--- src/rtl/sfis_pkg.sv ---
// Shared types and constants for the sorted table fractional index search.
// No dependencies; every other file of the block but sfis_ram imports this package.
package sfis_pkg;

   // Table geometry and field widths
   localparam int TABLE_DEPTH   = 2048;
   localparam int VALUE_BITS    = 34;
   localparam int FRACTION_BITS = 16;
   localparam int INDEX_BITS    = 11;
   localparam int ADDR_BITS     = $clog2(TABLE_DEPTH);
   // Search bounds run from first-1 up to last+1, so carry a sign and a spare bit
   localparam int POS_BITS      = ADDR_BITS + 2;
   localparam int COUNT_BITS    = $clog2(FRACTION_BITS + 1);

   localparam logic [FRACTION_BITS-1:0] FRAC_MAX = {FRACTION_BITS{1'b1}};

   // Operation codes
   localparam logic OP_WRITE  = 1'b0;
   localparam logic OP_SEARCH = 1'b1;

   typedef logic signed [POS_BITS-1:0] pos_type;

   typedef enum logic [1:0] {
      STATUS_EXACT  = 2'd0,
      STATUS_INTERP = 2'd1,
      STATUS_BELOW  = 2'd2,
      STATUS_ABOVE  = 2'd3
   } status_type;

   typedef enum logic [2:0] {
      ST_IDLE,
      ST_PROBE,
      ST_COMPARE,
      ST_READ_LO,
      ST_READ_HI,
      ST_PREP,
      ST_DIVIDE
   } state_type;

   typedef struct packed {
      logic                    opcode;
      logic [INDEX_BITS-1:0]   entry_index;
      logic [VALUE_BITS-1:0]   entry_value;
      logic [INDEX_BITS-1:0]   segment_first;
      logic [INDEX_BITS-1:0]   segment_last;
      logic [VALUE_BITS-1:0]   target;
   } req_word_type;

   typedef struct packed {
      logic [INDEX_BITS-1:0]    sample_index;
      logic [FRACTION_BITS-1:0] fraction;
      status_type               status;
   } rsp_word_type;

   // Handshake between the search sequencer and the serial divider
   typedef struct packed {
      logic start;
   } div_ctrl_type;

   typedef struct packed {
      logic done;
   } div_stat_type;

endpackage

--- src/rtl/sfis_divider.sv ---
// Bit-serial restoring divider: one quotient bit per cycle into a shift register.
// Depends on sfis_pkg. Expects numerator below denominator.
module sfis_divider
   import sfis_pkg::*;
(
   input  logic                     clock,
   input  logic                     reset,
   input  div_ctrl_type             ctrl,
   input  logic [VALUE_BITS-1:0]    numerator,
   input  logic [VALUE_BITS-1:0]    denominator,
   output div_stat_type             stat,
   output logic [FRACTION_BITS-1:0] quotient
);

   logic [VALUE_BITS:0]      rem_ff, rem_in;
   logic [VALUE_BITS-1:0]    den_ff, den_in;
   logic [FRACTION_BITS-1:0] quot_ff, quot_in;
   logic [COUNT_BITS-1:0]    count_ff, count_in;
   logic                     done_ff, done_in;
   logic [VALUE_BITS:0]      shifted;
   logic [VALUE_BITS:0]      trial;
   logic                     take;

   // One restoring step: double the remainder and try the divisor
   always_comb begin
      shifted = {rem_ff[VALUE_BITS-1:0], 1'b0};
      trial   = shifted - {1'b0, den_ff};
      take    = shifted >= {1'b0, den_ff};
   end

   // Load on start, shift a quotient bit in while the count runs
   always_comb begin
      rem_in   = rem_ff;
      den_in   = den_ff;
      quot_in  = quot_ff;
      count_in = count_ff;
      done_in  = 1'b0;
      if (ctrl.start) begin
         rem_in   = {1'b0, numerator};
         den_in   = denominator;
         quot_in  = '0;
         count_in = COUNT_BITS'(FRACTION_BITS);
      end else if (count_ff != '0) begin
         rem_in   = take ? trial : shifted;
         quot_in  = {quot_ff[FRACTION_BITS-2:0], take};
         count_in = count_ff - 1'b1;
         done_in  = (count_ff == COUNT_BITS'(1));
      end
   end

   always_ff @(posedge clock) begin
      if (reset) begin
         count_ff <= '0;
         done_ff  <= 1'b0;
      end else begin
         count_ff <= count_in;
         done_ff  <= done_in;
      end
   end

   always_ff @(posedge clock) begin
      rem_ff  <= rem_in;
      den_ff  <= den_in;
      quot_ff <= quot_in;
   end

   assign stat.done = done_ff;
   assign quotient  = quot_ff;

endmodule

--- config.mk ---
export PLATFORM = sky130hd
export DESIGN_NAME = sfis_divider
export DESIGN_NICKNAME = d
export VERILOG_FILES = /design/src/rtl/sfis_pkg.sv /design/src/rtl/sfis_divider.sv
export SDC_FILE = /design/constraint.sdc
export NUM_CORES = 1
export LEC_CHECK = 0
export BUFFER_PORTS_ARGS = -buffer_cell sky130_fd_sc_hd__buf_2
export CELL_PAD_IN_SITES_DETAIL_PLACEMENT = 2
export CELL_PAD_IN_SITES_GLOBAL_PLACEMENT = 2
export CORE_MARGIN = 5
export CORE_UTILIZATION = 30
export DETAILED_ROUTE_END_ITERATION = 10
export PLACE_DENSITY = 0.68
export SYNTH_ARGS = -nofsm -noshare
export SYNTH_HDL_FRONTEND = slang
export SYNTH_SLANG_ARGS = --single-unit
--- constraint.sdc ---
create_clock -name clock -period 5.35 [get_ports clock]
set_clock_uncertainty 0.15 [all_clocks]
set_input_delay 0 -clock clock [delete_from_list [all_inputs] [get_ports clock]]
set_output_delay 0 -clock clock [all_outputs]
set_load 0.05 [all_outputs]
Word level (Yosys, flattened, before mapping)
Cells that the tools add are included.
- output and inout port bits: 17
- bits in registers: 90
- $lt $le $gt $ge: 1
- multiplexer cells: 5
- equal/unequal tests: 1
- reductions and logical operators: 4
- add/sub/neg operators: 2
- bitwise logic cells: 1
- operator list (cell ; number):
    $mux 34 ; 3
    $ge 35x34->1 ; 1
    $sub 34x34->34 ; 1
    $mux 5 ; 2
    $eq 5x1->1 const B ; 1
    $reduce_bool 5->1 ; 1
    $sub 5x1->5 const B ; 1
    $reduce_or 3->1 ; 1
    $reduce_bool 2->1 ; 1
    $reduce_or 2->1 ; 1
    $not 1->1 ; 1

Depth between registers and ports, before layout
- depth after elaboration: 4
- mapped depth: 14
- depth with buffers taken out: 11

Least setup slack after synthesis
Ideal clock, no wire load.
- kind: register to register
- from: register rem_ff[5]
- to: register rem_ff[23] (data pin)
- arrival: 2685 ps
- stages on the path, launching flop included: 12
- period minus slack after synthesis: 3101 ps
- path buffers: 3
- library setup time: 266 ps
- setup slack: 2249 ps
- path through: edfxtp_1 > ha_1 > buf_2 > a2111o_1 > o22a_1 > a21o_1 > a21o_1 > o31ai_4 > buf_6 > buf_6 > mux2i_1 > o21ai_1
- longest elaborated chain between the ends: 4
- elaborated cells between the ends (all ways): 5
- RTL lines (what ; line ; RTL):
    from (decl) ; sfis_divider.sv:15 ; logic [VALUE_BITS:0] rem_ff, rem_in;
    from (signal assigned) ; sfis_divider.sv:62 ; rem_ff <= rem_in;
    $sub 34x34->34 or $ge 35x34->1 (tied branches) ; sfis_divider.sv:27, sfis_divider.sv:28 ;
    $mux 34 (*) ; sfis_divider.sv:44 ; rem_in = take ? trial : shifted;
    $mux 34 (*) ; sfis_divider.sv:43 ; end else if (count_ff != '0) begin
    $mux 34 (*) ; sfis_divider.sv:38 ; if (ctrl.start) begin
    net rem_in[23] ; sfis_divider.sv:15 ;
Mark *: on every way through the listed nets, which the timed path passes. The rest lies on a longest branch. The select of a mux whose other input is x is not followed.
A chain may end at the register's enable or synchronous reset.

Final worst setup path
- from: register rem_ff[13]
- to: register rem_ff[11] (data pin)
- longest elaborated chain between the ends: 4
- RTL lines (what ; line ; RTL):
    $ge 35x34->1 ; sfis_divider.sv:28 ; take = shifted >= {1'b0, den_ff};
    $mux 34 ; sfis_divider.sv:44 ;
    $mux 34 ; sfis_divider.sv:43 ;
    $mux 34 ; sfis_divider.sv:38 ;
    net rem_in[11] ; sfis_divider.sv:15 ;
The timed path passes the listed nets, and every way through them passes these cells. The select of a mux whose other input is x is not followed.

==> impl_metrics.json <==
{
  "diodes": 0,
  "relSlewSlack_pct": 38.07,
  "leakagePower_nw": 3.077,
  "min_path_type": "input pin to flop",
  "period_share_pct": 74.70,
  "end_kind": "flop",
  "seq_power_share_pct": 27.9,
  "drt_iter0_drc": 199,
  "synth_cell_type_count": 55,
  "worst_ep_arrival_time_ns": 3.93,
  "fp-row-count": 49,
  "nets": 851,
  "layout_common_cells": "90 x nand2_1, 86 x buf_2, 69 x dlygate4sd3_1",
  "dieWidth_um": 146.3,
  "nFillCells": 1975,
  "gp_congestion": 0.7682,
  "grt_pass1_wl_um": 27810,
  "synth_top_area_share_pct": 36.67,
  "antenna_found_initial": 0,
  "synth_edf_count": 68,
  "crit_type": "flop to flop",
  "hold_slack_ns": 0.08491,
  "fin_setup_tns_ns": 0,
  "max_freq_mhz": 250.2,
  "die_h_um": 146.3,
  "syn_area_um2": 5569,
  "crit_path_max_fanout": 28,
  "ys.flop_type": "edfxtp_1",
  "p_sw_mw": 1.682,
  "ys_ff_latch": 90,
  "wl_um": 16320,
  "drt-vias-per-instance": 4.962,
  "netlist_instances": 601,
  "p_int_mw": 2.200,
  "cts_tree": "built",
  "final_layout_size_suffix_gt1_share_pct": 15.26,
  "hpwl_um": 11820,
  "ys_warn_count": 0,
  "grt_pass1_vias": 5498,
  "avgSynthCellArea_um2": 9.266,
  "slew_violations": 0,
  "drc": 0,
  "maxCapViolCount": 0,
  "powerDensity_nw_per_um2": 540.6,
  "grt-ovfl-total": 0,
  "start_util_pct": 30.69,
  "min_period_ns": 3.996,
  "p_comb_share_pct": 54.5,
  "clock-sinks": 90,
  "hold_viol_final": 0,
  "instances_no_fill": 976,
  "synthTopCellsByArea": "edfxtp_1 37%, ha_1 8.3%, dfxtp_1 7.9%",
  "rsz0062_at_grt": "no",
  "vias": 4843,
  "mappedNetlistNets": 710,
  "antenna_left": 0,
  "area_delta_synth_final_pct": 28.94,
  "setup.worst_path.start_class": "flop",
  "max-vdd-ir-drop_mv": 0.2014,
  "cts_resized": 0,
  "final_common_cell": "nand2_1",
  "r2r_cells": 11,
  "hold_depth": 1,
  "status": "finished clean",
  "clk_latency_ns": 0.36,
  "async_flop_share_pct": 0,
  "cts-htree-levels": 3,
  "portBuffers": 87,
  "core-area_um2": 18150,
  "die_area_um2": 21390,
  "cts_inserted_buffers": 9,
  "numPlacedInstances": 891,
  "grt_max_degree": 70,
  "clock_path_buffers": 2,
  "setup_violations": 0,
  "pwr-share-clk_pct": 17.5,
  "clkTransAtPathRegs_ns": 0.07,
  "cts_root_buffer": "clkbuf_16",
  "critical_path_required_ns": 5.28,
  "swShare_pct": 43.33,
  "yosysSeqAreaShare_pct": 44.57,
  "wl_per_cell_um": 16.72,
  "firstDrtPassIters": 4,
  "grt_usage_pct": 15.70,
  "yosys.area.top_type": "edfxtp_1",
  "tightest_slew_ns": 0.9257,
  "top_level_ports": 88
}
==> registers in the layout, summed over array words and instances, names as in the netlist <==
register,cells
stat,1
quotient,16
rem_ff,34
count_ff,5
den_ff,34
==> final timing paths <==
path                                               start                  endpoint  slack, ns
worst max-delay path                rem_ff[13]$_DFFE_PP_      rem_ff[11]$_DFFE_PP_       1.35
worst min-delay path                                ctrl       den_ff[2]$_DFFE_PP_       0.08
worst max register to register      rem_ff[13]$_DFFE_PP_      rem_ff[11]$_DFFE_PP_       1.35
worst min register to register  quotient[7]$_SDFFE_PP0P_  quotient[7]$_SDFFE_PP0P_       0.32
==> area by class of cell <==
type	count	area [um^2]	share of cell area (%)
inverter	44	165.2	2.300
sequential	90	2482	34.57
tap	229	286.5	3.990
clock buffer	10	250.2	3.485
clock inverter	6	62.56	0.8712
timing repair buffer	159	1151	16.03
multi-input combinational	438	2783	38.75
==> what timing repair did <==
action | CTS | global route
setup buffers | 0 | 0
hold buffers | 69 | 0
endpoints found under the hold margin | 74 | 0
==> stage by stage <==
| stage | total power, mW | worst slack, ns | util, % | cell area (um^2) |
|---|---|---|---|---|
| floorplan | 2.698 | 2.249 | - | 5569 |
| global placement | 3.098 | 1.641 | 34.04 | 6177 |
| detailed placement | 3.189 | 1.399 | 34.04 | 6177 |
| CTS | 3.950 | 1.376 | 39.57 | 7181 |
| global route | 4.237 | 1.119 | 39.57 | 7181 |
| finish | 3.882 | 1.354 | 39.57 | 7181 |
==> cell families after synthesis <==
logic type / synth area share, %
XOR/XNOR: 4.875
adder cells (fa/ha/maj): 8.672
multiplexers: 2.426
AND/OR/NAND/NOR: 14.40
buffers and inverters: 5.504
AO/OA/AOI/OAI: 19.55
flip-flops: 44.57
==> layer usage <==
| metal | up-vias | routed length (um) | global-route usage (%) |
|---|---|---|---|
| met4 | 0 | 252 | 4.986 |
| li1 | 2421 | - | - |
| met1 | 2341 | 7509 | 19.33 |
| met2 | 64 | 8088 | 27.74 |
| met5 | - | 0 | 0 |
| met3 | 17 | 472 | 2.975 |
==> power groups by stage <==
stage,Combinational [mW],Clock [mW],Sequential (mW)
global route,2.39,0.738,1.11
global placement,2.01,0,1.09
finish,2.12,0.680,1.08
CTS,2.15,0.711,1.09
floorplan,1.61,0,1.09
detailed placement,2.09,0,1.10
==> synthesized netlist by cell type, drive strengths merged, types with 6 or more instances <==
library cell and instances:
o21a 8, nor2 42, a21o 19, xor2 8, clkbuf 20, edfxtp 68, ha 37, nand4 6
mux2i 9, dfxtp 22, nor3 11, a211oi 6, xnor2 23, inv 44, buf 9, nand2 91
o21ai 45, a21oi 65
==> worst max-delay path, stage by stage (launching register included) <==
cell	delay [ns]
edfxtp_1	0.42
ha_1	0.42
and3_1	0.21
o21a_1	0.19
o311ai_0	0.48
a21oi_1	0.18
a21o_1	0.22
o31ai_4	0.63
buf_4	0.43
nor2_1	0.11
a21oi_1	0.16
o21ai_0	0.10
(Power assumes the default switching activity.)
