### src/rtl/sfis_ram.sv
// Generic single-clock RAM: one write port, one read port, registered read data.
// No dependencies.
module sfis_ram #(
   parameter int WIDTH = 8,
   parameter int DEPTH = 16
) (
   input  logic                     clock,
   input  logic                     wr_en,
   input  logic [$clog2(DEPTH)-1:0] wr_addr,
   input  logic [WIDTH-1:0]         wr_data,
   input  logic [$clog2(DEPTH)-1:0] rd_addr,
   output logic [WIDTH-1:0]         rd_data
);

   logic [WIDTH-1:0] mem_ff [DEPTH];
   logic [WIDTH-1:0] rd_data_ff;

   // Store on write, read every cycle
   always_ff @(posedge clock) begin
      if (wr_en) begin
         mem_ff[wr_addr] <= wr_data;
      end
      rd_data_ff <= mem_ff[rd_addr];
   end

   assign rd_data = rd_data_ff;

endmodule

### config.mk
export PLATFORM = sky130hd
export DESIGN_NAME = sfis_ram
export DESIGN_NICKNAME = d
export VERILOG_FILES = /design/src/rtl/sfis_ram.sv
export SDC_FILE = /design/constraint.sdc
export NUM_CORES = 1
export LEC_CHECK = 0
export BUFFER_PORTS_ARGS = -buffer_cell sky130_fd_sc_hd__buf_2
export CORE_AREA = 2 2 117 119
export DETAILED_ROUTE_END_ITERATION = 12
export DIE_AREA = 0 0 119 121
export GPL_TIMING_DRIVEN = 0
export PLACE_DENSITY = 0.56
export SETUP_SLACK_MARGIN = 0.15
export SYNTH_ARGS = -nofsm -noshare
export SYNTH_HDL_FRONTEND = slang
export SYNTH_SLANG_ARGS = --single-unit
### constraint.sdc
create_clock -name clock -period 1.7 [get_ports clock]
set_input_delay 0.255 -clock clock [delete_from_list [all_inputs] [get_ports clock]]
set_output_delay 0.255 -clock clock [all_outputs]
set_load 0.005 [all_outputs]
# Word-level counts from Yosys, hierarchy flattened
# Memory sizes are Yosys's and may differ from the RTL's. A register that Yosys moved wholly into a read port is not among the register bits.
# Index checks and enable logic that the tools add are counted.
# totals
register_bits	0
mem_bits_rw	128
input_bits	18
mem_count	1
# op_classes
muxes	2
# mem_list
memory	words	word_bits	rd	rd_ports_with_merged_regs	wr	line	source
mem_ff	16	8	1	1	1	15	logic [WIDTH-1:0] mem_ff [DEPTH];
# ops
cell	n
2-to-1 mux 1 bit	2

# Depth between registers and ports, before layout
# Gate-level depths: netlist of the first run.
# depth
word_depth	2
depth_mapped	5
ltp_nobuf	3

# Least setup slack after synthesis of the first run
# No wires, ideal clock.
# synth_path
path_type	input to register
start	input wr_addr[2]
end	memory mem_ff[0][0] (enable)
t_arrival_ns	1.365
slack_ns	-0.048
stages	2
n_path_buf	0
cell_sequence	or3b_2 > nor3_1
# synth_lines
element	line	source
start: declaration	9	input logic [$clog2(DEPTH)-1:0] wr_addr,
end: declaration	15	
# No word-level cell before the write port.

# Final worst setup path of the first run
# layout_path
start	input wr_addr[2]
end	memory mem_ff[1][7] (enable)
# No word-level cell before the write port.

==> run_results.csv, run 1 <==
group,metric,value,unit
status,status,"complete, no violations",
floorplanning,core,13100,µm²
routing,drt-vias-per-instance,5.01,
worst_setup_path,r2r-end,"rd_data[7]$_DFF_P_",
cells_and_area,n_antenna_cell,0,
cells_and_area,area_delta_synth_final,18.6,%
cells_and_area,final-instance-count-excl-fill,461,
cells_and_area,stdcell_area,6110,µm²
routing,wire_per_inst,21.4,µm
cells_and_area,final_cell_mix,"128 x edfxtp_1, 27 x buf_2, 18 x mux4_2",
timing,hold_viol,0,
worst_setup_path,path_cells,"buf_2, or3b_2, nor2_1",
cells_and_area,ff_latch_area,4000,µm²
clock_network,cts_tree,"built",
synthesis,synthCells,229,
synthesis,netlist_area,5150,µm²
routing,route.detailed.drc,0,
placement,place_inst,429,
timing,relSlewSlack,45.9,%
placement,gp_congestion,0.663,
timing,grt_setup_unrepaired,"yes",
clock_network,cts-htree-levels,4,
clock_network,clkTransAtPathRegs,50,ps
synthesis,yosysUniqueCellTypes,19,
clock_network,cts_num_sinks,136,
worst_setup_path,critical_path_class,"primary input to flop",
routing,routed_wl,9.85,mm
clock_network,insertion_delay,400,ps
routing,drtAntennaViolNets,0,
placement,dpl_cell_area,5490,µm²
global_route,grt.overflow.total,0,
clock_network,cts-root-buf,"clkbuf_16",
synthesis,yosys_warnings,0,
worst_setup_path,arrival,1540,ps
worst_setup_path,cp-end-kind,"flop",
worst_setup_path,worstPathRequired,1730,ps
global_route,antenna_found_initial,0,
timing,clock.fmax,664,MHz
floorplanning,die_y,121,µm
cells_and_area,drive_gt1_share,31.6,%
cells_and_area,final_common_cell,"edfxtp_1",
worst_setup_path,reg2reg_slack,280,ps
pwr,power_leakage,2.05,nW
worst_hold_path,min_to,"mem_ff[7][6]$_DFFE_PP_",
synthesis,synth_nets,247,
routing,via_count,2311,
floorplanning,rows,42,
worst_setup_path,reg2reg_from,"mem_ff[14][7]$_DFFE_PP_",
worst_setup_path,cpMaxStageDelayCell,"nor2_1",
global_route,first_global_vias,2440,
worst_setup_path,reg2regPathDepth,3,
global_route,grt_max_degree,17,
timing,finalCritPeriodShare,88.6,%
floorplanning,boundaryPins,26,
worst_setup_path,slowest_delay,610,ps
placement,io_buffers,24,
floorplanning,dieArea,14400,µm²
cells_and_area,multiInputGateArea,1080,µm²
worst_setup_path,crit_fanout,8,
timing,finalSetupViolations,0,
cells_and_area,layout.nets,290,
worst_hold_path,holdCritPathClass,"primary input to flop",
timing,tightest_slew,809,ps
worst_setup_path,crit_path_start_kind,"primary input",
routing,dr.pass1.iters,4,
worst_hold_path,hold_depth,1,
synthesis,synth-seq-area-share,77.8,%
run,cap_violations,0,
global_route,grt_usage,14.9,%
routing,first_iter_violations,97,
synthesis,syn_area_per_cell,22.5,µm²
clock_network,cts_inserted_buffers,17,
clock_network,cts.path.max_buffers,2,
synthesis,synth_seq_cells,136,
timing,clock_skew,5.52,ps
global_route,grt_pass1_wl,14.7,mm
timing,drv_slew,0,
pwr,ir_worst_vdd,639,µV
placement,dpl.hpwl,6.22,mm
worst_hold_path,hold_start,"wr_data[6]",
cells_and_area,fillerInstances,1096,
floorplanning,initial_utilization,39.3,%
timing,fin_crit,1510,ps
floorplanning,die_w,119,µm
pwr,powerDensity,1260,nW/µm²
worst max-delay path by stage:
stage,startpoint,to,slack [ps],cells past startpoint
floorplan,wr_addr[2],mem_ff[3][0]$_DFFE_PP_,180,2
global placement,wr_addr[2],mem_ff[8][1]$_DFFE_PP_,-390,3
detailed placement,wr_addr[2],mem_ff[8][2]$_DFFE_PP_,-450,3
CTS,wr_addr[2],mem_ff[3][4]$_DFFE_PP_,160,3
global route,wr_addr[2],mem_ff[0][4]$_DFFE_PP_,140,3
finish,wr_addr[2],mem_ff[1][7]$_DFFE_PP_,190,3
final cells by class:
class / instances / area share, %
clock inverter: 9 / 1.56
clock buffer: 23 / 8.16
multi-input combinational: 83 / 17.7
tap: 176 / 3.61
sequential: 136 / 65.6
buffer: 10 / 1.41
timing repair buffer: 24 / 1.97
cells in the mapped netlist, drive strengths merged:
| cell type | n | area share, % |
|---|---|---|
| edfxtp | 128 | 75 |
| mux4 | 32 | 15 |
| a22oi | 16 | 2.3 |
| nor2 | 13 | 0.95 |
| nand2 | 9 | 0.66 |
| dfxtp | 8 | 3.1 |
| buf | 7 | 1.1 |
| nor3 | 4 | 0.39 |
| clkdlybuf4s25 | 3 | 0.58 |
| nand2b | 2 | 0.24 |
| nand3b | 2 | 0.29 |
| and2 | 1 | 0.12 |
| and2b | 1 | 0.15 |
| nand3 | 1 | 0.097 |
| nor2b | 1 | 0.12 |
| or3b | 1 | 0.17 |
metal layers:
metal  part of all wire, %  global-route usage [%]  routed length, µm
met5                     0                       0                  0
met4                  0.64                    6.03                 63
met3                   5.2                    3.57                514
met2                    48                    22.8               4700
met1                    46                    20.7               4570
critical path: cells and delay by family:
family	cells	cell delay, ps
buf+inv	1	120
simple gates	2	1160
metrics by stage:
| step | hold WS [ps] | setup TNS (ps) | util [%] | setup WS [ps] | total power [W] |
|---|---|---|---|---|---|
| after CTS | 236 | 0 | 46.6 | 162 | 0.00778 |
| after detailed placement | 633 | -15750 | 42.0 | -447 | 0.00420 |
| after global routing | 257 | 0 | 46.7 | 140 | 0.00797 |
| after floorplan | 354 | 0 | - | 179 | 0.00403 |
| after global placement | 634 | -13680 | 42.0 | -386 | 0.00419 |
| final | 252 | 0 | 46.7 | 194 | 0.00771 |
state kept, by name, summed over array words and instances, names as in the netlist:
signal,flops
mem_ff,128
rd_data,8
cells by family after synthesis:
kind of cell	after synthesis	synth area share (%)
mux	32	15.0
buf+inv	10	1.68
compound gates	16	2.33
flops	136	77.8
simple gates	35	3.18
where the power goes:
group	total, W	switching (W)	internal (W)
logic	0.000358	0.000209	0.000149
clock network	0.00359	0.00125	0.00234
registers	0.00377	0.0000157	0.00375
timing repair:
action | CTS | global route
endpoints found under the setup margin | 16 | 25
hold buffers | 0 | 0
resized for setup | 2 | 3
buffers inserted | 0 | 0
(Power assumes the default switching activity.)
==> run 2: changes to the inputs <==
--- a/config.mk
+++ b/config.mk
@@ -10,7 +10,7 @@
 export DETAILED_ROUTE_END_ITERATION = 12
 export DIE_AREA = 0 0 119 121
 export GPL_TIMING_DRIVEN = 0
-export PLACE_DENSITY = 0.56
+export PLACE_DENSITY = 0.54
 export SETUP_SLACK_MARGIN = 0.15
 export SYNTH_ARGS = -nofsm -noshare
 export SYNTH_HDL_FRONTEND = slang
==> run 2 against run 1 <==
Critical path depth unchanged. Final cell count increased by 0.22%. Highest routed layer unchanged. Die area unchanged. Worst setup slack got worse by 4.9 ps.
==> run_results.csv, run 2 (synthesis gave the netlist of run 1 again) <==
group,metric,value,unit
cells_and_area,largest_register_ff_count,128,
routing,first_iter_violations,178,
worst_setup_path,reg2reg_slack,200,ps
worst_setup_path,worstPathRequired,1730,ps
clock_network,cts_inserted_buffers,17,
routing,routed_wl,10.5,mm
global_route,grt_usage,15.8,%
worst_setup_path,crit_fanout,8,
worst_setup_path,r2r-end,"rd_data[0]$_DFF_P_",
cells_and_area,stdcell_area,6150,µm²
pwr,powerDensity,1310,nW/µm²
pwr,ir_worst_vdd,661,µV
timing,clock_skew,6.93,ps
floorplanning,boundaryPins,26,
timing,finalCritPeriodShare,88.9,%
floorplanning,die_y,121,µm
placement,pre_cts_ws,-364,ps
floorplanning,rows,42,
timing,tightest_slew,851,ps
placement,gp_congestion,0.831,
timing,finalSetupViolations,0,
cells_and_area,top_register,"mem_ff",
timing,clock.fmax,662,MHz
cells_and_area,drive_gt1_share,30.1,%
timing,fin_crit,1510,ps
timing,grt_setup_unrepaired,"yes",
worst_setup_path,cp-end-kind,"flop",
placement,io_buffers,24,
routing,drtAntennaViolNets,0,
clock_network,cts_tree,"built",
cells_and_area,n_antenna_cell,0,
routing,via_count,2366,
cells_and_area,final_common_cell,"edfxtp_1",
timing,drv_slew,0,
timing,layout_setup_ws,189,ps
floorplanning,core,13100,µm²
routing,dr.pass1.iters,4,
worst_setup_path,reg2reg_from,"mem_ff[1][0]$_DFFE_PP_",
floorplanning,initial_utilization,39.3,%
worst_setup_path,crit_path_start,"wr_addr[2]",
timing,fin_setup_tns,0,ps
routing,route.detailed.drc,0,
clock_network,cts-htree-levels,4,
clock_network,cts-root-buf,"clkbuf_16",
cells_and_area,layout.nets,291,
global_route,grt_max_degree,17,
worst_setup_path,critical_path_class,"primary input to flop",
clock_network,clkTransAtPathRegs,60,ps
worst_setup_path,crit_path_end,"mem_ff[1][2]$_DFFE_PP_",
cells_and_area,fillerInstances,1109,
worst_setup_path,crit_path_start_kind,"primary input",
global_route,grt_pass1_wl,15.7,mm
clock_network,cts_num_sinks,136,
worst_setup_path,arrival,1550,ps
clock_network,insertion_delay,410,ps
timing,hold_viol,0,
worst_hold_path,holdCritPathClass,"primary input to flop",
global_route,first_global_vias,2503,
placement,dpl.hpwl,6.70,mm
floorplanning,die_w,119,µm
pwr,power_leakage,2.05,nW
routing,wire_per_inst,22.7,µm
placement,dpl_cell_area,5500,µm²
global_route,grt.overflow.total,0,
routing,drt-vias-per-instance,5.12,
cells_and_area,final_cell_mix,"128 x edfxtp_1, 28 x buf_2, 18 x mux4_2",
timing,relSlewSlack,43.0,%
clock_network,cts.path.max_buffers,2,
clock_network,postCtsSetupRepairBufs,0,
cells_and_area,utilization,47.0,%
global_route,antenna_found_initial,0,
timing,hold_slack,263,ps
run,cap_violations,0,
floorplanning,dieArea,14400,µm²
worst_setup_path,reg2regPathDepth,3,
status,status,"complete, no violations",
cells_and_area,area_delta_synth_final,19.4,%
-- run 2: power breakdown --
part           internal (W)  leakage [nW]  switching [W]  total (W)
clock               0.00258         0.303        0.00134    0.00391
sequential          0.00375          1.22      0.0000187    0.00377
combinational      0.000149         0.524       0.000213   0.000363
total               0.00648          2.05        0.00157    0.00805
-- run 2: worst min path at each step --
stage | start | endpoint | slack (ps) | cells after the start
CTS | wr_data[5] | mem_ff[12][5]$_DFFE_PP_ | 250 | 1
detailed placement | rd_data[7]$_DFF_P_ | rd_data[7] | 640 | 1
global route | wr_data[6] | mem_ff[6][6]$_DFFE_PP_ | 250 | 1
finish | wr_data[0] | mem_ff[3][0]$_DFFE_PP_ | 260 | 1
global placement | rd_data[2]$_DFF_P_ | rd_data[2] | 630 | 1
floorplan | wr_data[0] | mem_ff[0][0]$_DFFE_PP_ | 350 | 0
-- run 2: repair_timing --
item | 4_1_cts | 5_1_grt
hold buffers | 0 | 0
gates resized for setup | 2 | 1
hold endpoints to repair | 0 | 0
setup endpoints to repair | 16 | 25
-- run 2: per-stage QoR --
step / power (W) / instances
finish: 0.00805 / 462
global route: 0.00829 / 462
CTS: 0.00811 / 462
detailed placement: 0.00421 / 430
global placement: 0.00419 / 429
floorplan: 0.00403 / 229
-- run 2: worst max-delay path, cell delays in order --
cell and delay [ps]:
buf_2 120, or3b_2 520, nor2_1 650
-- run 2: layout make-up --
cell class / instances / area (µm²) / area share (%)
Sequential cell: 136 / 4000 / 65.1
Multi-Input combinational cell: 83 / 1080 / 17.5
Clock buffer: 17 / 425 / 6.92
Tap cell: 176 / 220 / 3.58
Clock inverter: 15 / 208 / 3.38
Timing Repair Buffer: 25 / 125 / 2.04
Buffer: 10 / 86.3 / 1.40
-- run 2: routing by layer --
| layer | wire (µm) | GRT usage [%] |
|---|---|---|
| met1 | 4700 | 21.7 |
| met2 | 5140 | 24.5 |
| met3 | 574 | 4.89 |
| met4 | 59 | 4.46 |
| met5 | 0 | 0 |
